File: src/sv/tvsa_pkg.sv
// Package for the timed voice slot allocator.
// Holds the slot count, derived widths, the queued item type and the back-end states.
// No dependencies.
package tvsa_pkg;

  localparam int SLOTS       = 16;
  localparam int IDX_W       = (SLOTS > 1) ? $clog2(SLOTS) : 1;
  localparam int MAX_RESULTS = 16;
  localparam int RES_W       = $clog2(MAX_RESULTS + 1);
  localparam int CNT_W       = 16;
  localparam int SLOT_W      = 4;
  localparam int QDEPTH      = 2;
  localparam int QPTR_W      = $clog2(QDEPTH);
  localparam int QCNT_W      = $clog2(QDEPTH + 1);

  localparam logic [CNT_W-1:0] FULL_COUNT = 16'hFFFF;

  // command codes
  localparam logic CMD_TICK = 1'b0;
  localparam logic CMD_PLAY = 1'b1;

  // result kinds
  localparam logic KIND_START = 1'b0;
  localparam logic KIND_STOP  = 1'b1;

  typedef struct packed {
    logic             cmd;
    logic [CNT_W-1:0] duration;
    logic [15:0]      sound_id;
  } item_t;

  // queue head as seen by the back end
  typedef struct packed {
    logic  valid;
    item_t item;
  } head_t;

  typedef enum logic [2:0] {
    ST_IDLE,
    ST_TICK,
    ST_FLUSH,
    ST_FIND,
    ST_STEAL,
    ST_PLAY
  } state_e;

endpackage

File: src/sv/timed_voice_slot_allocator.sv
// Voice slot allocator with stealing. Items queue in a two-entry front end.
// An item passes through the back end as a pop, a scan reading each slot in turn,
// then a flush (tick) or a play write, with a steal result first when a play steals.
// Results appear one per cycle on valid_o, registered; the receiver cannot stall.
// Asynchronous active-low reset clears all countdowns (every slot free) and the queue.
module timed_voice_slot_allocator
  import tvsa_pkg::*;
(
  input  logic              clk_i,
  input  logic              rst_ni,
  input  logic              start,
  output logic              busy,
  input  logic              cmd_i,
  input  logic [15:0]       duration_i,
  input  logic [15:0]       sound_id_i,
  output logic              valid_o,
  output logic              kind_o,
  output logic [SLOT_W-1:0] slot_o,
  output logic [15:0]       sound_out_o,
  output logic              last_o
);

  item_t in_item;
  head_t head;
  logic  pop;

  assign in_item.cmd      = cmd_i;
  assign in_item.duration = duration_i;
  assign in_item.sound_id = sound_id_i;

  tvsa_front u_front (
    .clk_i  (clk_i),
    .rst_ni (rst_ni),
    .start  (start),
    .busy   (busy),
    .item_i (in_item),
    .head_o (head),
    .pop_i  (pop)
  );

  tvsa_back u_back (
    .clk_i       (clk_i),
    .rst_ni      (rst_ni),
    .head_i      (head),
    .pop_o       (pop),
    .valid_o     (valid_o),
    .kind_o      (kind_o),
    .slot_o      (slot_o),
    .sound_out_o (sound_out_o),
    .last_o      (last_o)
  );

endmodule

File: src/sv/tvsa_front.sv
// Front end: takes command items and queues them for the back end.
// Depends on tvsa_pkg.
module tvsa_front
  import tvsa_pkg::*;
(
  input  logic  clk_i,
  input  logic  rst_ni,
  input  logic  start,
  output logic  busy,
  input  item_t item_i,
  output head_t head_o,
  input  logic  pop_i
);

  item_t             mem_q [QDEPTH];
  logic [QPTR_W-1:0] wr_ptr_q, rd_ptr_q;
  logic [QCNT_W-1:0] count_q;
  logic              push, pop;

  assign busy = (count_q == QCNT_W'(QDEPTH));
  assign push = start && !busy;
  assign pop  = pop_i && (count_q != '0);

  assign head_o.valid = (count_q != '0);
  assign head_o.item  = mem_q[rd_ptr_q];

  always_ff @(posedge clk_i or negedge rst_ni) begin
    if (!rst_ni) begin
      wr_ptr_q <= '0;
      rd_ptr_q <= '0;
      count_q  <= '0;
    end else begin
      if (push) wr_ptr_q <= wr_ptr_q + 1'b1;
      if (pop)  rd_ptr_q <= rd_ptr_q + 1'b1;
      if (push && !pop)      count_q <= count_q + 1'b1;
      else if (pop && !push) count_q <= count_q - 1'b1;
    end
  end

  always_ff @(posedge clk_i) begin
    if (push) mem_q[wr_ptr_q] <= item_i;
  end

endmodule

File: src/sv/tvsa_back.sv
// Back end: slot countdown table and the scan sequencer for ticks and play requests.
// Depends on tvsa_pkg; fed by tvsa_front.
module tvsa_back
  import tvsa_pkg::*;
(
  input  logic              clk_i,
  input  logic              rst_ni,
  input  head_t             head_i,
  output logic              pop_o,
  output logic              valid_o,
  output logic              kind_o,
  output logic [SLOT_W-1:0] slot_o,
  output logic [15:0]       sound_out_o,
  output logic              last_o
);

  state_e            state_q, state_d;
  logic [IDX_W-1:0]  idx_q, idx_d;
  item_t             item_q, item_d;
  logic              found_q, found_d;
  logic [IDX_W-1:0]  tgt_q, tgt_d;
  logic [CNT_W-1:0]  best_q, best_d;
  logic [IDX_W-1:0]  best_idx_q, best_idx_d;
  logic              pend_q, pend_d;
  logic [IDX_W-1:0]  pend_slot_q, pend_slot_d;
  logic [RES_W-1:0]  nres_q, nres_d;

  logic [CNT_W-1:0]  rem_q [SLOTS];
  logic              we;
  logic [IDX_W-1:0]  waddr;
  logic [CNT_W-1:0]  wdata;
  logic [CNT_W-1:0]  cur;
  logic              last_idx;

  logic              valid_d, kind_d, last_d;
  logic [SLOT_W-1:0] slot_d;
  logic [15:0]       sound_d;
  logic              valid_q, kind_q, last_q;
  logic [SLOT_W-1:0] slot_q;
  logic [15:0]       sound_q;

  assign cur      = rem_q[idx_q];
  assign last_idx = (idx_q == IDX_W'(SLOTS - 1));

  always_comb begin
    state_d     = state_q;
    idx_d       = idx_q;
    item_d      = item_q;
    found_d     = found_q;
    tgt_d       = tgt_q;
    best_d      = best_q;
    best_idx_d  = best_idx_q;
    pend_d      = pend_q;
    pend_slot_d = pend_slot_q;
    nres_d      = nres_q;
    pop_o       = 1'b0;
    we          = 1'b0;
    waddr       = idx_q;
    wdata       = '0;
    valid_d     = 1'b0;
    kind_d      = KIND_STOP;
    slot_d      = '0;
    sound_d     = '0;
    last_d      = 1'b0;

    case (state_q)
      ST_IDLE: begin
        if (head_i.valid) begin
          pop_o      = 1'b1;
          item_d     = head_i.item;
          idx_d      = '0;
          found_d    = 1'b0;
          tgt_d      = '0;
          best_d     = FULL_COUNT;
          best_idx_d = '0;
          pend_d     = 1'b0;
          nres_d     = '0;
          state_d    = (head_i.item.cmd == CMD_PLAY) ? ST_FIND : ST_TICK;
        end
      end
      ST_TICK: begin
        if (cur != '0) begin
          we    = 1'b1;
          wdata = cur - 1'b1;
          if (cur == CNT_W'(1) && nres_q < RES_W'(MAX_RESULTS)) begin
            // previous expiry goes out now; this one waits to learn if it is the last
            if (pend_q) begin
              valid_d = 1'b1;
              slot_d  = SLOT_W'(pend_slot_q);
            end
            pend_d      = 1'b1;
            pend_slot_d = idx_q;
            nres_d      = nres_q + 1'b1;
          end
        end
        if (last_idx) state_d = ST_FLUSH;
        else          idx_d   = idx_q + 1'b1;
      end
      ST_FLUSH: begin
        if (pend_q) begin
          valid_d = 1'b1;
          slot_d  = SLOT_W'(pend_slot_q);
          last_d  = 1'b1;
        end
        pend_d  = 1'b0;
        state_d = ST_IDLE;
      end
      ST_FIND: begin
        if (cur == '0 && !found_q) begin
          found_d = 1'b1;
          tgt_d   = idx_q;
        end
        if (cur < best_q) begin
          best_d     = cur;
          best_idx_d = idx_q;
        end
        if (last_idx) state_d = found_d ? ST_PLAY : ST_STEAL;
        else          idx_d   = idx_q + 1'b1;
      end
      ST_STEAL: begin
        valid_d = 1'b1;
        slot_d  = SLOT_W'(best_idx_q);
        tgt_d   = best_idx_q;
        state_d = ST_PLAY;
      end
      ST_PLAY: begin
        we      = 1'b1;
        waddr   = tgt_q;
        wdata   = item_q.duration;
        valid_d = 1'b1;
        kind_d  = KIND_START;
        slot_d  = SLOT_W'(tgt_q);
        sound_d = item_q.sound_id;
        last_d  = 1'b1;
        state_d = ST_IDLE;
      end
      default: begin
        state_d = ST_IDLE;
      end
    endcase
  end

  always_ff @(posedge clk_i or negedge rst_ni) begin
    if (!rst_ni) begin
      state_q <= ST_IDLE;
      pend_q  <= 1'b0;
      valid_q <= 1'b0;
      nres_q  <= '0;
      found_q <= 1'b0;
    end else begin
      state_q <= state_d;
      pend_q  <= pend_d;
      valid_q <= valid_d;
      nres_q  <= nres_d;
      found_q <= found_d;
    end
  end

  always_ff @(posedge clk_i) begin
    idx_q       <= idx_d;
    item_q      <= item_d;
    tgt_q       <= tgt_d;
    best_q      <= best_d;
    best_idx_q  <= best_idx_d;
    pend_slot_q <= pend_slot_d;
    kind_q      <= kind_d;
    slot_q      <= slot_d;
    sound_q     <= sound_d;
    last_q      <= last_d;
  end

  // countdown table, cleared at reset so every slot starts free
  always_ff @(posedge clk_i or negedge rst_ni) begin
    if (!rst_ni) begin
      for (int i = 0; i < SLOTS; i++) rem_q[i] <= '0;
    end else if (we) begin
      rem_q[waddr] <= wdata;
    end
  end

  assign valid_o     = valid_q;
  assign kind_o      = kind_q;
  assign slot_o      = slot_q;
  assign sound_out_o = sound_q;
  assign last_o      = last_q;

endmodule
File: config.mk
export PLATFORM = sky130hd
export DESIGN_NAME = timed_voice_slot_allocator
export DESIGN_NICKNAME = d
export VERILOG_FILES = /design/src/sv/tvsa_pkg.sv /design/src/sv/timed_voice_slot_allocator.sv /design/src/sv/tvsa_front.sv /design/src/sv/tvsa_back.sv
export SDC_FILE = /design/constraint.sdc
export NUM_CORES = 1
export LEC_CHECK = 0
export BUFFER_PORTS_ARGS = -buffer_cell sky130_fd_sc_hd__buf_2
export CAP_MARGIN = 40
export CORE_ASPECT_RATIO = 0.9
export CORE_MARGIN = 2
export CORE_UTILIZATION = 55
export CTS_CLUSTER_SIZE = 12
export DETAILED_ROUTE_END_ITERATION = 6
export PLACE_DENSITY = 0.74
export RECOVER_POWER = 100
export SYNTH_ARGS = -nofsm -noshare
export SYNTH_HDL_FRONTEND = slang
export SYNTH_HIERARCHICAL = 1
export SYNTH_SLANG_ARGS = --single-unit
File: constraint.sdc
create_clock -name clk_i -period 13.8 [get_ports clk_i]
set_clock_uncertainty 0.05 [all_clocks]
set_input_delay 2.07 -clock clk_i [delete_from_list [all_inputs] [get_ports clk_i]]
set_output_delay 2.07 -clock clk_i [all_outputs]
set_load 0.05 [all_outputs]
==> run metrics, run 1 <==
cell leakage power 0.00923 uW; area of the multi-input gates 0.00731 mm2; minimum clock period 8.92 ns; slowest stage delay, CP 2.05 ns; Cell Pwr Density 251 mW/mm2; Crit Path Max Fanout 44; Netlist cell types 82; router iterations before antenna repair 5; CTS tree yes; Crit path arrival time 9.29 ns; Routed Antenna Nets 0; share of cells above drive strength 1 17.5%; # fillers 2,741; first-pass GRT wire length 70,100 um; HP Class reg2reg; H-tree Lvls 2; setup tns final 0 ns; WHS 0.424 ns; clk sinks 423; drt initial violations 1,064; RSZ-0062 raised after global routing false; violated checks max-capacitance violations, max-slew violations; area leader, netlist dfrtp_1; PortBufs 59; Yosys top cell area share 34.4%; routed wire length 44,900 um; FP Rows 65; largest net degree at the start of global routing 164; Worst setup EP type flip-flop; die height 184 um; Clock Path Buffers 3; final worst slack 4.88 ns; most common cell after layout, fill and taps aside dfrtp_1; kind of critical path reg2reg; status finished with violations; post-DR vias/cell 6.01; crit-path cells clkbuf_1, clkbuf_1, nor2b_1, and3_1, a211oi_1, o32ai_1, and2_0, nand3_1, nand3_1, a2bb2oi_1, clkbuf_1, o21ai_0; area grow syn2layout 7.42%; final setup vio count 0; dpl ws 8.51 ns; DP HPWL 29,200 um; max-cap violations 9; Crit-path slowest cell clkbuf_1; most frequent cell on the critical path clkbuf_1; vias in the first global route 12,000; kind of cell adding the most delay to the critical path buffers and inverters; Syn Nets 1,462; CP required 14.18 ns; WL per Instance 23.0 um; Root Buffer clkbuf_16; relative slew slack -295%; postcts setup bufs 0; # hold bufs at CTS 0; max-slew violation count 429; initial antenna violation count 1; CP bufs+invs 3; width of the die 204 um; Syn Inst Count 1,405; period utilization 64.6%; CP startpoint kind flip-flop; most frequent cells in the layout dfrtp_1, nand2_1, o21ai_0; Peak Freq 112 MHz; DRC Markers 0; leading post-synthesis cells by cell area dfrtp_1, edfxtp_1, mux2_4, mux4_2, mux2_2; Max rail drop VDD 0.000129 V; clock latency on the worst-skew pair 0.58 ns; gpl congestion 0.878; Post-synth ARST share 64.1%; starting density of the core 56.0%; Clock transition at path regs 0.06 ns; Post-synth EDFFs 130; cts bufs inserted 43; Syn Area/Cell 14.0 um2; Die ar. 0.0374 mm2; Seq/Total Area, Yosys 56.4%; Main synth FF type dfrtp_1; flops & latches, synth 423; nets 1,514; Resized cells post-CTS 0; core area 0.0352 mm2; vias 11,700; FF/Latch Area 0.0111 mm2; I/O pin count 60; GR Overflow Total 0; Final Hold Fails 0; synth warn 6; actual slew at the worst max-slew pin 5.93 ns; number of diodes 0; all-layer global routing usage 24.6%; Netlist Area Pre-Place 0.0197 mm2
## synth_stat cells, types with 3 or more instances
library cell / n
dfrtp_1: 271
nand2_1: 147
edfxtp_1: 130
o21ai_0: 128
mux2_4: 123
mux2_2: 61
mux4_2: 55
nor2_1: 53
buf_2: 33
inv_1: 30
and3_1: 25
buf_6: 22
dfxtp_1: 22
ha_1: 21
a21oi_1: 19
clkbuf_1: 18
o21ai_4: 18
nand2b_1: 14
nor3_1: 13
nor2b_1: 11
xnor2_1: 11
a22o_1: 10
and2_1: 9
mux2i_1: 9
mux4_1: 9
a21o_1: 8
buf_4: 7
clkbuf_2: 7
nand3_1: 7
or2_2: 7
xor2_1: 7
a221oi_1: 6
nand4_1: 6
a2bb2oi_1: 5
o21ai_2: 5
o31ai_1: 5
a221o_1: 4
buf_1: 4
buf_12: 4
nor3b_1: 3
nor4_1: 3
o21ai_1: 3
## sequential cells by signal (all words and copies together), names as in the netlist, 2 cells and up
name,count
u_back/state_q,3
u_back/item_q,32
u_back/nres_q,5
u_back/best_q,16
u_front/count_q,2
u_back/slot_o,4
u_back/pend_slot_q,4
u_back/sound_out_o,16
u_back/tgt_q,4
u_back/best_idx_q,4
u_back/idx_q,4
u_back/rem_q,256
u_front/mem_q,66
## power by group
group / internal, uW / switching [uW]
logic: 862 / 1430
clock network: 593 / 479
registers: 1740 / 202
total: 3200 / 2110
## metal layers
layer | wire length [um] | vias to the layer above | GRT usage [%]
li1 | - | 5240 | -
met3 | 2970 | 103 | 4.91
met4 | 1420 | 2 | 8.12
met5 | 12 | - | 0
met1 | 20100 | 5994 | 35.5
met2 | 20500 | 399 | 37.9
## logic make-up after synthesis
kind of cell	synth area share (%)
compound gates	9.03
xor+xnor	0.800
fa+ha+maj	1.33
buf+inv	4.07
flops	56.4
mux	20.8
simple gates	7.53
## area by class of cell
class	instances	area share, %
clock inverters	9	0.390
inverters	33	0.585
well taps	469	2.77
multi-input cells	853	34.5
repair buffers	103	3.61
flip-flops and latches	423	52.5
clock buffers	64	5.55
## final timing paths
check | startpoint | end | slack, ns | cells past startpoint
setup reg to reg | u_back/idx_q[1] | u_back/rem_q[170] | 4.88 | 12
max in group asynchronous | rst_ni | u_back/nres_q[3] | 6.71 | 1
hold / removal | u_back/item_q[0] | u_back/sound_out_o[0] | 0.42 | 1
min in group asynchronous | rst_ni | u_back/rem_q[176] | 3.64 | 1
hold reg to reg | u_back/item_q[0] | u_back/sound_out_o[0] | 0.42 | 1
setup / recovery | u_back/idx_q[1] | u_back/rem_q[170] | 4.88 | 12
## metrics by stage
step           area, um2  instances  util, %  total power (uW)
2_1_floorplan      19700       1405        -              3790
3_3_place_gp       20100       1855     57.1              4240
3_5_place_dp       20600       1881     58.5              4430
4_1_cts            21900       1954     62.1              5520
5_1_grt            21200       1954     60.1              5610
6_report           21200       1954     60.1              5310
(Power assumes the default switching activity.)
==> run 2: changes to the inputs <==
Settings changed: ABC_AREA set to 1, PLACE_DENSITY 0.74 to 0.77.
Clock period 13.8 ns to 8.17 ns, I/O delays scaled along.
==> run metrics, run 2 <==
status finished with violations; met1 usage 38.6% (+3.1 points); M3 GR Usage 4.84% (-0.066 points); # fillers 3,176 (+16%); area grow syn2layout 7.40% (about the same); Root Buffer clkbuf_16; FF/Latch Area 0.0111 mm2 (unchanged); die height 186 um (+1.5%); CP startpoint kind flip-flop; Max rail drop VDD 0.000250 V (+95%); Syn Nets 2,603 (+78%); synth warn 6 (unchanged); CTS tree yes; Post-synth EDFFs 130 (unchanged); postcts setup bufs 0 (unchanged); Seq/Total Area, Yosys 54.8% (-1.6 points); largest net degree at the start of global routing 172 (+4.9%); Clock transition at path regs 0.06 ns (about the same); gpl congestion 0.879 (+0.10%); GRT met2 Usage 43.4% (+5.5 points); actual slew at the worst max-slew pin 4.34 ns (-1.59 ns); Die ar. 0.0385 mm2 (+2.9%); relative slew slack -189% (+110 points); post-DR vias/cell 5.37 (-11%); router iterations before antenna repair 6 (+1); vias 16,500 (+40%); DRC Markers 0 (unchanged); leading post-synthesis cells by cell area dfrtp_1, nand2_1, edfxtp_1, inv_1, nand3_1; final setup vio count 0 (unchanged); kind of critical path reg2reg; Finished Layout Cells 3,069 (+57%); Syn Inst Count 2,546 (+81%); all-layer global routing usage 27.6% (+3.0 points); clk sinks 423 (unchanged); Crit Path Max Fanout 68 (+55%); most frequent cell on the critical path nand2_1; CP required 8.56 ns (-5.62 ns); Overall Power 9320 uW (+75%); WL per Instance 16.9 um (-26%); cts bufs inserted 44 (+2.3%); # placed instances 2,987 (+59%); drt initial violations 2,019 (+90%); H-tree Lvls 2 (unchanged); routed wire length 52,000 um (+16%); HP Class reg2reg; period utilization 76.9% (+12 points); Netlist cell types 40 (-51%); Netlist Area Pre-Place 0.0203 mm2 (+3.0%); cell leakage power 0.0109 uW (+18%); area of the multi-input gates 0.00728 mm2 (-0.51%); most frequent cells in the layout nand2_1, dfrtp_1, inv_1; area leader, netlist dfrtp_1; Resized cells post-CTS 0 (unchanged); Yosys top cell area share 33.4% (-1.0 points); Cell Pwr Density 428 mW/mm2 (+70%); kind of cell adding the most delay to the critical path buffers and inverters; slowest stage delay, CP 1.17 ns (-0.88 ns); Final Hold Fails 0 (unchanged); crit-path cells clkbuf_1, buf_16, buf_4, o21ai_0, o21ai_0, nand2_1, nand2_1, nor2_1, ha_1, nand3_1, nor2_1, nand3_1, nand2_4, nor2_1, clkbuf_1, inv_1, nand2_1, nand2_1; top-count cell post-synth nand2_1; Worst setup EP type flip-flop; initial antenna violation count 0 (-1); FP Rows 66 (+1.5%); nets 2,614 (+73%); minimum clock period 6.28 ns (-2.63 ns); Crit-path slowest cell clkbuf_1; top cells by count, synth nand2_1, dfrtp_1, inv_1, nand3_1, edfxtp_1; setup tns final 0 ns (unchanged); DP HPWL 32,700 um (+12%); PortBufs 59 (unchanged); vias in the first global route 16,000 (+33%); width of the die 207 um (+1.5%); max-cap violations 6 (-3); CP bufs+invs 5 (+2); global route hottest layer met2; Crit path arrival time 6.67 ns (-2.62 ns); flops & latches, synth 423 (unchanged); Main synth FF type dfrtp_1; # hold bufs at CTS 0 (unchanged); clock latency on the worst-skew pair 0.56 ns (-0.02 ns); RSZ-0062 raised after global routing false; GR Overflow Total 0 (unchanged); max-slew violation count 342 (-20%); Clock Path Buffers 3 (unchanged); Routed Antenna Nets 0 (unchanged); Largest Register u_back/rem_q; Peak Freq 159 MHz (+42%); largest registers u_back/rem_q x256, u_front/mem_q x66, u_back/item_q x32; Syn Area/Cell 7.97 um2 (-43%); most common cell after layout, fill and taps aside nand2_1; Post-synth ARST share 64.1% (unchanged); starting density of the core 56.0% (about the same); share of cells above drive strength 1 4.63% (-13 points); core area 0.0363 mm2 (+2.9%); first-pass GRT wire length 83,400 um (+19%); I/O pin count 60 (unchanged); max FFs per register 256 (unchanged); violated checks max-capacitance violations, max-slew violations
==> run 2: cell count changes after synthesis, moves of 71 or more <==
cell / before / now
nand2_1: 147 / 1197
nand3_1: 7 / 146
o21ai_1: 3 / 74
nor2_1: 53 / 128
mux2_4: 123 / 0
inv_1: 30 / 256
==> run 2: routing by layer <==
metal  part of all wire, %  routed length [um]  vias to the layer above
met5                     0                   0                        -
met4                   3.3                1710                        0
met3                   7.8                4050                      120
met2                    45               23300                      669
met1                    44               23000                     7839
li1                      -                   -                     7849
==> run 2: tightest hold or removal path: cells and delay by family, from the launching register on <==
kind / cells / cell delay (ns)
DFF: 1 / 0.31
and+or+nand+nor: 1 / 0.08
buffers and inverters: 1 / 0.04
==> run 2: cell type report <==
class,instances,share of cell area (%)
sequential,423,51.0
tap,476,2.73
clock inverter,9,0.488
clock buffer,71,5.74
antenna,2,0.0230
multi-input combinational,1727,33.4
timing repair buffer,82,1.78
inverter,279,4.82
==> run 2: path summary, 6_finish.rpt <==
| kind | start | end | slack [ns] | cells past startpoint |
|---|---|---|---|---|
| setup reg to reg | u_back/idx_q[0] | u_back/rem_q[121] | 1.89 | 18 |
| max in group asynchronous | rst_ni | u_back/rem_q[192] | 2.69 | 2 |
| setup / recovery | u_back/idx_q[0] | u_back/rem_q[121] | 1.89 | 18 |
| min in group asynchronous | rst_ni | u_back/rem_q[116] | 0.66 | 1 |
| hold reg to reg | u_back/item_q[4] | u_back/sound_out_o[4] | 0.42 | 2 |
| hold / removal | u_back/item_q[4] | u_back/sound_out_o[4] | 0.42 | 2 |
==> run 2: stage by stage <==
step | instance area, um2 | setup slack (ns) | utilization, % | hold slack (ns)
floorplan | 20300 | 4.97 | - | 0.387
global placement | 20600 | 3.27 | 56.8 | 0.394
detailed placement | 20700 | 3.36 | 57.1 | 0.402
CTS | 22100 | 3.34 | 60.8 | 0.419
global route | 21800 | 1.59 | 60.1 | 0.438
finish | 21800 | 1.89 | 60.1 | 0.417
==> run 2: cell families (layout without fill, tap and decap cells) <==
| logic type | Yosys count | after routing | share of synthesized area (%) |
|---|---|---|---|
| other cells | 0 | 2 | 0 |
| fa+ha+maj | 21 | 21 | 1.29 |
| compound gates | 161 | 161 | 4.17 |
| xor+xnor | 10 | 10 | 0.431 |
| flops | 423 | 423 | 54.8 |
| simple gates | 1535 | 1535 | 30.4 |
| buf+inv | 396 | 441 | 8.88 |
==> run 2: report_power, final <==
part           internal, uW  total [uW]  switching (uW)
registers              2970        3270             293
clock network          1090        1900             817
logic                  1050        4150            3100
total                  5110        9320            4210
==> run 3: changes to the inputs <==
Settings changed: PLACE_DENSITY 0.77 to 0.74.
Clock period 8.17 ns to 6 ns, I/O delays scaled along.
==> run metrics, run 3 (same netlist as run 2, synthesis figures left out) <==
power share of the sequential group 34.7% (-0.4 points); post-DR vias/cell 5.37 (about the same); max FFs per register 256 (unchanged); initial antenna violation count 0 (unchanged); Die ar. 0.0385 mm2 (unchanged); met3 WL 4630 um (+14%); router iterations before antenna repair 6 (unchanged); Largest Register u_back/rem_q; cell leakage power 0.0109 uW (about the same); uppermost layer routed met4; combinational share of power 45.4% (+0.9 points); Root Buffer clkbuf_16; clk sinks 423 (unchanged); routed wire length 52,900 um (+1.7%); Crit path arrival time 5.56 ns (-1.11 ns); H-tree Lvls 2 (unchanged); PortBufs 59 (unchanged); Peak Freq 195 MHz (+22%); vias in the first global route 15,800 (-0.86%); hold depth 2 (unchanged); CP required 6.43 ns (-2.13 ns); I/O pin count 60 (unchanged); dpl ws 1.77 ns (-1.59 ns); violated checks max-capacitance violations, max-slew violations; clock latency on the worst-skew pair 0.55 ns (about the same); WL per Instance 17.3 um (+1.8%); Resized cells post-CTS 0 (unchanged); max-cap violations 5 (-1); largest registers u_back/rem_q x256, u_front/mem_q x66, u_back/item_q x32; sw power 5900 uW (+40%); CP startpoint kind flip-flop; max-slew violation count 268 (-22%); width of the die 207 um (unchanged); Clock transition at path regs 0.06 ns (about the same); final worst slack 0.865 ns (-1.02 ns); Worst setup EP type flip-flop; kind of critical path reg2reg; minimum clock period 5.13 ns (-1.15 ns); status finished with violations; relative slew slack -123% (+66 points); CTS tree yes; Routed Antenna Nets 0 (unchanged); HP Class reg2reg; die height 186 um (unchanged); Cell Pwr Density 591 mW/mm2 (+38%); postcts setup bufs 0 (unchanged); Clock Path Buffers 3 (unchanged); Crit Path Max Fanout 56 (-18%); worst r2r path cells 17 (-1); share of cells above drive strength 1 4.86% (+0.23 points); all-layer global routing usage 28.1% (+0.51 points); drt initial violations 2,105 (+4.3%); starting density of the core 56.0% (unchanged); met2 WL 23,500 um (+0.83%); M1 wire length 22,400 um (-2.4%); DRC Markers 0 (unchanged); RSZ-0062 raised after global routing false; largest net degree at the start of global routing 156 (-9.3%); Final Hold Fails 0 (unchanged); nets 2,612 (-0.077%); vias 16,500 (-0.12%); core area 0.0363 mm2 (unchanged); FP Rows 66 (unchanged); actual slew at the worst max-slew pin 3.35 ns (-0.988 ns); DP HPWL 34,000 um (+4.0%); GR Overflow Total 0 (unchanged); most frequent cells in the layout nand2_1, dfrtp_1, inv_1; first-pass GRT wire length 84,400 um (+1.2%); # hold bufs at CTS 0 (unchanged); Max rail drop VDD 0.000349 V (+40%); gpl congestion 0.967 (+10%); setup tns final 0 ns (unchanged); switching share of power 45.7% (+0.54 points); P_int 7010 uW (+37%); period utilization 85.6% (+8.7 points); final setup vio count 0 (unchanged); number of diodes 0 (-2); most common cell after layout, fill and taps aside nand2_1; area grow syn2layout 7.57%; clock power share 20.0% (-0.4 points); cts bufs inserted 44 (unchanged)
## run 3: area by class of cell
type                    instances  area [um2]
multi-input cells            1727        7290
flip-flops and latches        423       11100
clock inverters                 9        78.8
repair buffers                 80         434
well taps                     476         596
clock buffers                  72        1260
fillers                      3177       14400
inverters                     279        1050
## run 3: critical path, cell delays in order, from the launching register on
cell,delay [ns]
edfxtp_1,0.46
inv_4,0.53
clkbuf_1,0.98
nand2_1,0.10
nand3_1,0.11
nand3_1,0.14
nand3_1,0.16
nand2_1,0.13
nor2_1,0.38
nand2_1,0.17
nor2_4,0.22
nand3_1,0.25
nand2_4,0.29
nor2_1,0.22
buf_8,0.21
inv_1,0.39
nand2_1,0.14
nand2_1,0.10
## run 3: layer usage
metal | up-vias | GRT usage [%]
li1 | 7832 | -
met4 | 0 | 12.3
met5 | - | 0
met2 | 741 | 43.2
met3 | 131 | 5.44
met1 | 7754 | 39.1
## run 3: power by group through the flow
stage          sequential [uW]  clock (uW)  combinational, uW
2_1_floorplan             4430           0               4260
3_3_place_gp              4460           0               5660
3_5_place_dp              4490           0               5820
4_1_cts                   4450        2620               5870
5_1_grt                   4560        2740               6480
6_report                  4470        2580               5860
## run 3: final timing paths
check	slack (ns)	start	end
hold reg to reg	0.42	u_back/item_q[9]	u_back/sound_out_o[9]
hold / removal	0.42	u_back/item_q[9]	u_back/sound_out_o[9]
max in group asynchronous	2.48	rst_ni	u_back/rem_q[187]
min in group asynchronous	1.36	rst_ni	u_back/rem_q[115]
setup / recovery	0.87	u_back/idx_q[0]	u_back/rem_q[215]
setup reg to reg	0.87	u_back/idx_q[0]	u_back/rem_q[215]
## run 3: metrics by stage
step / power, uW / instance area [um2] / hold slack (ns) / util [%] / instances
global route: 13800 / 21800 / 0.441 / 60.2 / 3066
CTS: 12900 / 22000 / 0.418 / 60.8 / 3066
global placement: 10100 / 20600 / 0.394 / 56.9 / 2980
finish: 12900 / 21800 / 0.418 / 60.2 / 3066
floorplan: 8690 / 20300 / 0.387 / - / 2546
detailed placement: 10300 / 20700 / 0.400 / 57.1 / 2985
